`src/sha256_byte_stream_hasher_defines.svh`:
```
// Assertion macros for the byte stream hasher.
`ifndef SHA256_BYTE_STREAM_HASHER_DEFINES_SVH
`define SHA256_BYTE_STREAM_HASHER_DEFINES_SVH
`ifndef SYNTH
`define SHA_ASSERT_IMPL(label, clk, rst_n, ante, cons) \
    label: assert property (@(posedge clk) disable iff (!rst_n) (ante) |-> (cons)) \
        else $error("assertion failed");
`define SHA_ASSERT_NEXT(label, clk, rst_n, ante, cons) \
    label: assert property (@(posedge clk) disable iff (!rst_n) (ante) |=> (cons)) \
        else $error("assertion failed");
`else
`define SHA_ASSERT_IMPL(label, clk, rst_n, ante, cons)
`define SHA_ASSERT_NEXT(label, clk, rst_n, ante, cons)
`endif
`endif

```
`src/sha256_pkg.sv`:
```
// ----------------------------------------------------------------------------
// sha256_pkg
// Shared types, round constants and helper functions for the SHA-256 hasher.
// ----------------------------------------------------------------------------
package sha256_pkg;

    typedef struct packed {
        logic [7:0] data_byte;
        logic       byte_present;
        logic       end_of_message;
    } in_item_t;

    typedef struct packed {
        logic [31:0] digest_word;
        logic [2:0]  word_index;
        logic        last_word;
    } out_item_t;

    // byte source for the block buffer write
    typedef enum logic [1:0] {
        SRC_DATA = 2'd0,
        SRC_PAD  = 2'd1,
        SRC_ZERO = 2'd2,
        SRC_LEN  = 2'd3
    } byte_src_t;

    typedef struct packed {
        logic      buf_write;
        byte_src_t buf_src;
        logic      count_bits;  // add 512 to length after a full block
        logic      load;        // start compression: load a..h from the chain
        logic      round;       // one round step
        logic      fold;        // chain += a..h
        logic      restart;     // back to initial hash values
        logic      shift_out;   // rotate chain toward output
    } dp_cmd_t;

    typedef struct packed {
        logic [5:0] fill;
        logic [5:0] rnd;
    } dp_status_t;

    localparam logic [31:0] ROUND_K [64] = '{
        32'h428a2f98,32'h71374491,32'hb5c0fbcf,32'he9b5dba5,32'h3956c25b,32'h59f111f1,
        32'h923f82a4,32'hab1c5ed5,32'hd807aa98,32'h12835b01,32'h243185be,32'h550c7dc3,
        32'h72be5d74,32'h80deb1fe,32'h9bdc06a7,32'hc19bf174,32'he49b69c1,32'hefbe4786,
        32'h0fc19dc6,32'h240ca1cc,32'h2de92c6f,32'h4a7484aa,32'h5cb0a9dc,32'h76f988da,
        32'h983e5152,32'ha831c66d,32'hb00327c8,32'hbf597fc7,32'hc6e00bf3,32'hd5a79147,
        32'h06ca6351,32'h14292967,32'h27b70a85,32'h2e1b2138,32'h4d2c6dfc,32'h53380d13,
        32'h650a7354,32'h766a0abb,32'h81c2c92e,32'h92722c85,32'ha2bfe8a1,32'ha81a664b,
        32'hc24b8b70,32'hc76c51a3,32'hd192e819,32'hd6990624,32'hf40e3585,32'h106aa070,
        32'h19a4c116,32'h1e376c08,32'h2748774c,32'h34b0bcb5,32'h391c0cb3,32'h4ed8aa4a,
        32'h5b9cca4f,32'h682e6ff3,32'h748f82ee,32'h78a5636f,32'h84c87814,32'h8cc70208,
        32'h90befffa,32'ha4506ceb,32'hbef9a3f7,32'hc67178f2
    };

    localparam logic [31:0] INIT_HASH [8] = '{
        32'h6a09e667,32'hbb67ae85,32'h3c6ef372,32'ha54ff53a,
        32'h510e527f,32'h9b05688c,32'h1f83d9ab,32'h5be0cd19
    };

    localparam logic [7:0] PAD_BYTE = 8'h80;
    localparam logic [5:0] LEN_START = 6'd56;

    function automatic logic [31:0] rotr(input logic [31:0] x, input int n);
        rotr = (x >> n) | (x << (32 - n));
    endfunction

endpackage

```
`src/sha256_datapath.sv`:
```
// ----------------------------------------------------------------------------
// sha256_datapath
// Block bytes, length counter, schedule window, round registers and chain.
// ----------------------------------------------------------------------------
module sha256_datapath (
    input  logic                   clk,
    input  logic                   rst_n,
    input  sha256_pkg::dp_cmd_t    cmd,
    input  logic [7:0]             data_byte,
    output sha256_pkg::dp_status_t status,
    output logic [31:0]            head_word
);

    logic [5:0]  fill_reg, fill_next;
    logic [63:0] bits_reg, bits_next;
    logic [31:0] chain_reg [8];
    logic [31:0] w_reg [16];
    logic [31:0] v_reg [8];
    logic [5:0]  rnd_reg, rnd_next;
    logic [7:0]  wr_byte;
    logic [63:0] total;
    logic [2:0]  len_sel;
    logic [31:0] w_cur, w_new, t1, t2, s0, s1, e, a;

    assign total   = bits_reg + {55'd0, fill_reg, 3'd0};
    assign len_sel = 3'd7 - fill_reg[2:0];

    always_comb
    begin
        unique case (cmd.buf_src)
            sha256_pkg::SRC_DATA: wr_byte = data_byte;
            sha256_pkg::SRC_PAD:  wr_byte = sha256_pkg::PAD_BYTE;
            sha256_pkg::SRC_ZERO: wr_byte = 8'd0;
            sha256_pkg::SRC_LEN:  wr_byte = bits_reg[{len_sel, 3'd0} +: 8];
            default:              wr_byte = 8'd0;
        endcase
    end

    // the 0x80 write freezes the message length in bits_reg; fill keeps
    // moving through the padding, so the length bytes read bits_reg only
    always_comb
    begin
        fill_next = fill_reg;
        bits_next = bits_reg;
        if (cmd.restart)
        begin
            fill_next = '0;
            bits_next = '0;
        end
        else if (cmd.buf_write)
        begin
            fill_next = fill_reg + 6'd1;
        end
        if (cmd.count_bits)
            bits_next = bits_reg + 64'd512;
        if (cmd.buf_write && cmd.buf_src == sha256_pkg::SRC_PAD)
            bits_next = total;
    end

    // schedule: w_reg[0] is the current word, window shifts each round
    assign s0 = sha256_pkg::rotr(w_reg[1], 7) ^ sha256_pkg::rotr(w_reg[1], 18)
              ^ (w_reg[1] >> 3);
    assign s1 = sha256_pkg::rotr(w_reg[14], 17) ^ sha256_pkg::rotr(w_reg[14], 19)
              ^ (w_reg[14] >> 10);
    assign w_new = s1 + w_reg[9] + s0 + w_reg[0];
    assign w_cur = w_reg[0];
    assign e = v_reg[4];
    assign a = v_reg[0];
    assign t1 = v_reg[7] + (sha256_pkg::rotr(e, 6) ^ sha256_pkg::rotr(e, 11)
              ^ sha256_pkg::rotr(e, 25)) + ((e & v_reg[5]) ^ (~e & v_reg[6]))
              + sha256_pkg::ROUND_K[rnd_reg] + w_cur;
    assign t2 = (sha256_pkg::rotr(a, 2) ^ sha256_pkg::rotr(a, 13) ^ sha256_pkg::rotr(a, 22))
              + ((a & v_reg[1]) ^ (a & v_reg[2]) ^ (v_reg[1] & v_reg[2]));

    always_comb
    begin
        rnd_next = rnd_reg;
        if (cmd.load)
            rnd_next = '0;
        else if (cmd.round)
            rnd_next = rnd_reg + 6'd1;
    end

    // block bytes are packed big-endian straight into the schedule window;
    // no byte arrives while rounds run, and every block is fully rewritten
    always_ff @(posedge clk)
    begin
        if (cmd.buf_write)
            w_reg[fill_reg[5:2]][{~fill_reg[1:0], 3'd0} +: 8] <= wr_byte;
        else if (cmd.load)
        begin
            for (int i = 0; i < 8; i++)
                v_reg[i] <= chain_reg[i];
        end
        else if (cmd.round)
        begin
            for (int i = 0; i < 15; i++)
                w_reg[i] <= w_reg[i+1];
            w_reg[15] <= w_new;
            v_reg[7] <= v_reg[6];
            v_reg[6] <= v_reg[5];
            v_reg[5] <= v_reg[4];
            v_reg[4] <= v_reg[3] + t1;
            v_reg[3] <= v_reg[2];
            v_reg[2] <= v_reg[1];
            v_reg[1] <= v_reg[0];
            v_reg[0] <= t1 + t2;
        end
    end

    always_ff @(posedge clk or negedge rst_n)
    begin
        if (!rst_n)
        begin
            fill_reg <= '0;
            bits_reg <= '0;
            rnd_reg  <= '0;
            for (int i = 0; i < 8; i++)
                chain_reg[i] <= sha256_pkg::INIT_HASH[i];
        end
        else
        begin
            fill_reg <= fill_next;
            bits_reg <= bits_next;
            rnd_reg  <= rnd_next;
            if (cmd.restart)
            begin
                for (int i = 0; i < 8; i++)
                    chain_reg[i] <= sha256_pkg::INIT_HASH[i];
            end
            else if (cmd.fold)
            begin
                for (int i = 0; i < 8; i++)
                    chain_reg[i] <= chain_reg[i] + v_reg[i];
            end
            else if (cmd.shift_out)
            begin
                for (int i = 0; i < 7; i++)
                    chain_reg[i] <= chain_reg[i+1];
                chain_reg[7] <= chain_reg[0];
            end
        end
    end

    assign status.fill = fill_reg;
    assign status.rnd  = rnd_reg;
    assign head_word   = chain_reg[0];

endmodule

```
`src/sha256_control.sv`:
```
// ----------------------------------------------------------------------------
// sha256_control
// Sequencer: byte intake, padding, compression rounds and digest output.
// ----------------------------------------------------------------------------
module sha256_control (
    input  logic                   clk,
    input  logic                   rst_n,
    input  logic                   in_valid,
    input  sha256_pkg::in_item_t   in_item,
    output logic                   in_stall,
    output logic                   out_valid,
    input  logic                   out_stall,
    output logic [2:0]             out_index,
    input  sha256_pkg::dp_status_t status,
    output sha256_pkg::dp_cmd_t    cmd
);

    typedef enum logic [5:0] {
        ST_IDLE  = 6'b000001,
        ST_LOAD  = 6'b000010,
        ST_ROUND = 6'b000100,
        ST_FOLD  = 6'b001000,
        ST_PAD   = 6'b010000,
        ST_OUT   = 6'b100000
    } state_t;

    state_t     state_reg, state_next;
    logic       fin_reg, fin_next;     // finishing the message
    logic       len_reg, len_next;     // 0x80 already written
    logic       ovf_reg, ovf_next;     // 0x80 landed past byte 55: no length here
    logic [2:0] idx_reg, idx_next;
    logic       accept;

    assign in_stall  = (state_reg != ST_IDLE);
    assign accept    = in_valid && !in_stall;
    assign out_valid = (state_reg == ST_OUT);
    assign out_index = idx_reg;

    always_comb
    begin
        state_next = state_reg;
        fin_next   = fin_reg;
        len_next   = len_reg;
        ovf_next   = ovf_reg;
        idx_next   = idx_reg;
        cmd        = '0;
        cmd.buf_src = sha256_pkg::SRC_DATA;
        unique case (state_reg)
            ST_IDLE:
            begin
                if (accept)
                begin
                    fin_next = in_item.end_of_message;
                    len_next = 1'b0;
                    ovf_next = 1'b0;
                    if (in_item.byte_present)
                    begin
                        cmd.buf_write = 1'b1;
                        if (status.fill == 6'd63)
                        begin
                            cmd.count_bits = 1'b1;
                            state_next = ST_LOAD;
                        end
                        else if (in_item.end_of_message)
                            state_next = ST_PAD;
                    end
                    else if (in_item.end_of_message)
                        state_next = ST_PAD;
                end
            end
            ST_PAD:
            begin
                // first pad cycle writes 0x80, then zeros, then the length
                cmd.buf_write = 1'b1;
                if (!len_reg)
                begin
                    cmd.buf_src = sha256_pkg::SRC_PAD;
                    len_next = 1'b1;
                    ovf_next = (status.fill >= sha256_pkg::LEN_START);
                end
                else if (!ovf_reg && status.fill >= sha256_pkg::LEN_START)
                    cmd.buf_src = sha256_pkg::SRC_LEN;
                else
                    cmd.buf_src = sha256_pkg::SRC_ZERO;
                if (status.fill == 6'd63)
                begin
                    // a block that carries the length ends the message,
                    // otherwise one more block of zeros and length follows
                    if (len_reg && !ovf_reg)
                        fin_next = 1'b0;
                    ovf_next = 1'b0;
                    state_next = ST_LOAD;
                end
            end
            ST_LOAD:
            begin
                cmd.load = 1'b1;
                state_next = ST_ROUND;
            end
            ST_ROUND:
            begin
                cmd.round = 1'b1;
                if (status.rnd == 6'd63)
                    state_next = ST_FOLD;
            end
            ST_FOLD:
            begin
                cmd.fold = 1'b1;
                if (len_reg && !fin_reg)
                begin
                    idx_next = '0;
                    state_next = ST_OUT;
                end
                else if (fin_reg)
                    state_next = ST_PAD;
                else
                    state_next = ST_IDLE;
            end
            ST_OUT:
            begin
                if (!out_stall)
                begin
                    cmd.shift_out = 1'b1;
                    idx_next = idx_reg + 3'd1;
                    if (idx_reg == 3'd7)
                    begin
                        cmd.shift_out = 1'b0;
                        cmd.restart = 1'b1;
                        state_next = ST_IDLE;
                    end
                end
            end
            default: state_next = ST_IDLE;
        endcase
    end

    always_ff @(posedge clk or negedge rst_n)
    begin
        if (!rst_n)
        begin
            state_reg <= ST_IDLE;
            fin_reg   <= 1'b0;
            len_reg   <= 1'b0;
            ovf_reg   <= 1'b0;
            idx_reg   <= '0;
        end
        else
        begin
            state_reg <= state_next;
            fin_reg   <= fin_next;
            len_reg   <= len_next;
            ovf_reg   <= ovf_next;
            idx_reg   <= idx_next;
        end
    end

endmodule

```
`src/sha256_byte_stream_hasher.sv`:
```
// ----------------------------------------------------------------------------
// sha256_byte_stream_hasher
// SHA-256 over a byte stream; emits the digest as eight 32-bit words.
// ----------------------------------------------------------------------------
// Input channel in_valid/in_stall carries in_item: one byte per request, with
// byte_present and end_of_message flags. Output channel out_valid/out_stall
// carries out_item: digest word, its index 0..7 and a last-word flag.
// A byte that does not fill the block leaves the input open for the next byte.
// A byte that fills the block stalls the input through one load, 64 rounds
// (one per cycle on the shared round unit) and one fold into the chain value.
// An end request pads one byte per cycle up to 64 bytes, compresses and,
// when 0x80 lands past byte 55, pads and compresses a second
// block. Then eight words are offered, one per cycle while not stalled;
// a stalled word holds. After word 7 the chain returns to the initial values.
// Reset restores the initial hash values and clears fill count and length;
// no item is held.
module sha256_byte_stream_hasher (
    input  logic                    clk,
    input  logic                    rst_n,
    input  logic                    in_valid,
    output logic                    in_stall,
    input  sha256_pkg::in_item_t    in_item,
    output logic                    out_valid,
    input  logic                    out_stall,
    output sha256_pkg::out_item_t   out_item
);

`include "sha256_byte_stream_hasher_defines.svh"

    sha256_pkg::dp_cmd_t    cmd;
    sha256_pkg::dp_status_t status;
    logic [31:0]            head_word;
    logic [2:0]             out_index;

    sha256_control u_ctrl (
        .clk       (clk),
        .rst_n     (rst_n),
        .in_valid  (in_valid),
        .in_item   (in_item),
        .in_stall  (in_stall),
        .out_valid (out_valid),
        .out_stall (out_stall),
        .out_index (out_index),
        .status    (status),
        .cmd       (cmd)
    );

    sha256_datapath u_dp (
        .clk       (clk),
        .rst_n     (rst_n),
        .cmd       (cmd),
        .data_byte (in_item.data_byte),
        .status    (status),
        .head_word (head_word)
    );

    assign out_item.digest_word = head_word;
    assign out_item.word_index  = out_index;
    assign out_item.last_word   = (out_index == 3'd7);

    `SHA_ASSERT_IMPL(a_no_in_during_out, clk, rst_n, out_valid, in_stall)
    `SHA_ASSERT_NEXT(a_restart_fill, clk, rst_n, cmd.restart, status.fill == 6'd0)
    `SHA_ASSERT_IMPL(a_one_op, clk, rst_n, cmd.round, !cmd.load && !cmd.buf_write)

endmodule
```
`config.mk`:
```
export PLATFORM = sky130hd
export DESIGN_NAME = sha256_byte_stream_hasher
export DESIGN_NICKNAME = d
export VERILOG_FILES = /design/src/sha256_pkg.sv /design/src/sha256_datapath.sv /design/src/sha256_control.sv /design/src/sha256_byte_stream_hasher.sv
export VERILOG_INCLUDE_DIRS = /design/src /design/src/src
export SDC_FILE = /design/constraint.sdc
export NUM_CORES = 2
export LEC_CHECK = 0
export ABC_AREA = 1
export BUFFER_PORTS_ARGS = -buffer_cell sky130_fd_sc_hd__clkbuf_2
export CAP_MARGIN = 30
export CORE_MARGIN = 2
export CORE_UTILIZATION = 50
export CTS_CLUSTER_DIAMETER = 60
export CTS_CLUSTER_SIZE = 28
export DETAILED_ROUTE_END_ITERATION = 7
export HOLD_SLACK_MARGIN = 0.03
export PLACE_DENSITY = 0.71
export SYNTH_ARGS = -nofsm -noshare
export SYNTH_HDL_FRONTEND = slang
export SYNTH_HIERARCHICAL = 1
export SYNTH_SLANG_ARGS = --single-unit
```
`constraint.sdc`:
```
create_clock -name clk -period 39.1 [get_ports clk]
set_input_delay 7.82 -clock clk [delete_from_list [all_inputs] [get_ports clk]]
set_output_delay 7.82 -clock clk [all_outputs]
set_load 0.005 [all_outputs]
```
Word-level counts from Yosys, hierarchy flattened
Memories as Yosys holds them, arrays and structs flattened. Index checks and enable logic that the tools add are counted. Widths: inputs -> output; s select.

Memories kept: 3. Flip-flop bits (word level): 344. Bits of input ports: 14. Output and inout bits: 38. Bits in read-only memories: 2048. Logic and storage cells: 200. Bits in writable memories: 768.

Memory list: (name not given) (depth 64, bits a word 32, read ports 1, clocked after memory_dff 0, wr ports 0, line sha256_datapath.sv:71) `+ sha256_pkg::ROUND_K[rnd_reg] + w_cur;`; u_dp.w_reg (depth 16, bits a word 32, read ports 16, clocked after memory_dff 0, wr ports 16, line sha256_datapath.sv:17) `logic [31:0] w_reg [16];`; u_dp.v_reg (depth 8, bits a word 32, read ports 8, clocked after memory_dff 0, wr ports 8, line sha256_datapath.sv:18) `logic [31:0] v_reg [8];`.

Bitwise logic cells: 37. Shifts and indexed selects: 3. Muxes and demuxes: 72. Add/sub/neg operators: 25. Magnitude comparators: 2. Equal/unequal tests: 21. Reduce and logical (&&, ||, !) cells: 21.

Operators by type and width (number): $mux 256 (3); $add 32x32->32 (18); $mux 32 (13); $xor 32x32->32 (9); $mux 64 (3); $and 32x32->32 (5); $mux 6 (13); $add 64x10->64 const B (1); $add 64x9->64 (1); $shiftx 64x7->8 (1); $pmux 6 s6 (1); $not 32->32 (1); $or 10x32->32 (1); $or 13x32->32 (1); $or 14x32->32 (1); $or 15x32->32 (1); $or 19x32->32 (1); $or 21x32->32 (1); $or 25x32->32 (1); $or 26x32->32 (1); $or 30x32->32 (1); $or 7x32->32 (1); $pmux 8 s4 (1); $reduce_or 32->1 (1); 42 further kinds (100).

Logic depth before layout (Yosys ltp)
An unclocked memory read counts as a cell.

Depth in word-level cells: 10. Depth in mapped cells: 47. Mapped depth without buffers: 46.

Modules after synthesis
Netlist, hierarchy kept.

Modules (own cells, without submodules): sha256_datapath (cells each 10376, instances 1, sequential area each 31465.2 sq um, area an instance 80983.9 sq um); sha256_control (cells each 124, instances 1, sequential area each 301.5 sq um, area an instance 863.3 sq um); sha256_byte_stream_hasher (cells each 3, instances 1, sequential area each 0.0 sq um, area an instance 13.8 sq um).

Worst setup path after synthesis
No wires, ideal clock.

Path type: input to register. Start: in in_valid. End: mem u_dp.v_reg[0][0], enable pin. Data arrival time: 18880 ps. Buffers on the path: 1. Setup time: 877 ps. Setup slack: 19343 ps. Stages: 4. Data required time: 38223 ps. Cell sequence: nand3_1 nand2_1 clkbuf_1 nor2_1.

RTL lines: start, declared (line sha256_byte_stream_hasher.sv:20) `input logic in_valid,`; end, declared (line sha256_datapath.sv:18).

==> metrics <==
Final Slew Violations 0; Hold Vio Cnt, Final 0; detailed-route DRC error count 0; Die Wd 409 um; post-cts hold buffer count 0; initial antenna violation count 12; status complete, no violations; final setup violating endpoints 0; Max-cap violations 0; number of enable flip-flop cells after synthesis 768; area leader, netlist edfxtp_1; initial core utilization 50.3%; Core ar. 163000 sq um; CP Capture Type flop; first-pass GRT wire length 504000 um; GRT Util Overall 40.9%; Vias 77700; setup bufs post-CTS 0; Overflow after GRT 0; I/O Pins 52; Mapped Avg Cell Area 7.79 sq um; Synth Warn # 6; PortBufs 51; post-route setup TNS 0 ns; sequential area share after synthesis 38.8%; post-synth net total about 11000; top-count cell post-synth nand2_1; initial DRC count 10500; Area Overhead vs Synth 8.13%; share of post-route cells with drive strength above 1 6.37%; Final ANT Viol Nets 0; Placed Area about 84000 sq um; Synth top cells by count 2827 x nand2_1, 1206 x inv_1, 928 x o21ai_0; top-area cell type share of the netlist area 28.2%; CP startpoint kind input pin; clock skew 0.0554 ns; Worst-Margin Slew 1.23 ns; worst hold slack 0.492 ns; Hold Path Class reg2reg; vias in the first global route 74000; final wirelength between 300000 and 400000 um; max reg flops 512; First-pass DRT Iterations 8; grt met3 use under 10%; Max clock buf depth 3; Clock Latency Late Sink a little over 0.8 ns; Synth cell types 75; GRT Max-Usage Layer met2; CTS tree built; number of buffers created by CTS 113; top post-synthesis cells by area edfxtp_1 28%, nand2_1 13%, dfrtp_1 6.2%; met2 usage 64.0%; die area 167000 sq um; Post-DP HPWL roughly 270000 um; routability congestion estimate roughly 1.1; setup ws final 27.30 ns; Cell Area, Synth 81900 sq um; FF+latch area 31800 sq um; Synth Flop Type edfxtp_1; CP required 39.73 ns; Rows 148; CTS sink cnt approximately 1100; Wirelength per Cell 27.6 um; RSZ-0062 raised after global routing no; clock root buffer clkbuf_16; arrival time worst endpoint 12.43 ns; Die Y 409 um; footprint of the multi-input gates 43700 sq um; Tmin final 11.80 ns; Mapped Cells between 10000 and 15000; Max Clock Freq 0.0847 GHz; pre-CTS WS 26.03 ns; Final #Nets 11000; Synth async-reset ratio 30.7%; H-tree Lvls 3; slew margin rel. between 10% and 20%; vias per cell 6.14; Filler cells 15500; critical path class in2reg; fin crit share 30.2%; pin count of the biggest net entering global routing 208; # resized after CTS 0; clock slew at reported path FFs 0.09 ns; critical path peak fanout 207; final instance area 88500 sq um; FF+latch count, synth 1109; grt met1 use 52.1%
[through the flow]
stage                     std cells  util (%)
after floorplan               10500         -
after global placement        12400      51.5
after detailed placement      12400      51.7
after CTS                     12600      54.4
after global routing          12700      54.4
final                         12700      54.4
[critical path, stage by stage]
cell	delay, ns
clkbuf_2	0.11
nand3_1	0.08
nand2_1	0.05
buf_4	0.20
nor2_4	0.20
buf_12	0.50
buf_4	0.26
buf_16	0.33
buf_4	0.77
buf_4	0.80
buf_4	0.53
buf_16	0.35
nand2_1	0.09
o21ai_0	0.14
[cell type report]
cell class | count | share of cell area, %
antenna | 4 | 0.0113
clock buffer | 120 | 3.31
clock inverter | 96 | 1.60
inverter | 1241 | 5.30
multi-input combinational | 7737 | 49.3
sequential | 1109 | 35.9
tap | 2175 | 3.07
timing repair buffer | 175 | 1.46
[path summary, 6_finish.rpt]
| kind | start | endpoint | slack [ns] | cells after the start |
|---|---|---|---|---|
| max | in_valid | u_dp/w_reg[15][30] | 27.30 | 14 |
| min | u_ctrl/state_reg[0] | u_ctrl/state_reg[0] | 0.49 | 2 |
| max reg2reg | u_dp/rnd_reg[1] | u_dp/v_reg[0][31] | 28.46 | 39 |
| min reg2reg | u_ctrl/state_reg[0] | u_ctrl/state_reg[0] | 0.49 | 2 |
| max in group asynchronous | rst_n | u_dp/fill_reg[5] | 29.98 | 3 |
| min in group asynchronous | rst_n | u_dp/chain_reg[121] | 7.02 | 1 |
[per-layer routing]
metal	vias to the layer above	share of wire (%)
met5	-	0.027
met3	1056	9.9
met1	37200	38
met4	14	7.7
li1	34900	-
met2	4622	45
[cells in the final DEF, fill, tap and decap left out, types with 18 or more instances in the layout]
master / instances
o211ai_1: 47
nand4_1: 113
a22oi_1: 73
nor3_1: 114
o21bai_1: 78
o21ai_1: 77
o21a_1: 33
inv_1: 1204
nand3b_1: 25
fa_1: 196
a21oi_1: 865
clkinv_8: 23
buf_4: 83
o22ai_1: 25
xnor2_1: 165
nand2_1: 2827
a21boi_0: 34
ha_1: 404
buf_2: 26
clkbuf_16: 116
a21o_1: 52
nand3_1: 463
o221ai_1: 25
dfrtp_1: 204
clkbuf_2: 51
a31oi_1: 49
inv_2: 24
xor2_1: 207
edfxtp_1: 768
dfstp_2: 137
o21ai_0: 922
nor2_1: 705
or2_2: 26
nor4_1: 18
[kinds of logic (layout without fill, tap and decap cells)]
kind of cell             Yosys count  after routing  share of synthesized area, %
AND/OR/NAND/NOR                 4373           4373                          22.1
flip-flops                      1109           1109                          38.8
multiplexers                      16             16                         0.206
buffers and inverters           1657           1632                          7.86
other                              0              4                             0
XOR/XNOR                         372            372                          3.98
AO/OA/AOI/OAI                   2374           2374                          16.1
adder cells (fa/ha/maj)          602            602                          11.0
Power is left out: the tool's default activity adds up to more than one toggle a clock period on the data nets, which glitch-free logic cannot reach.
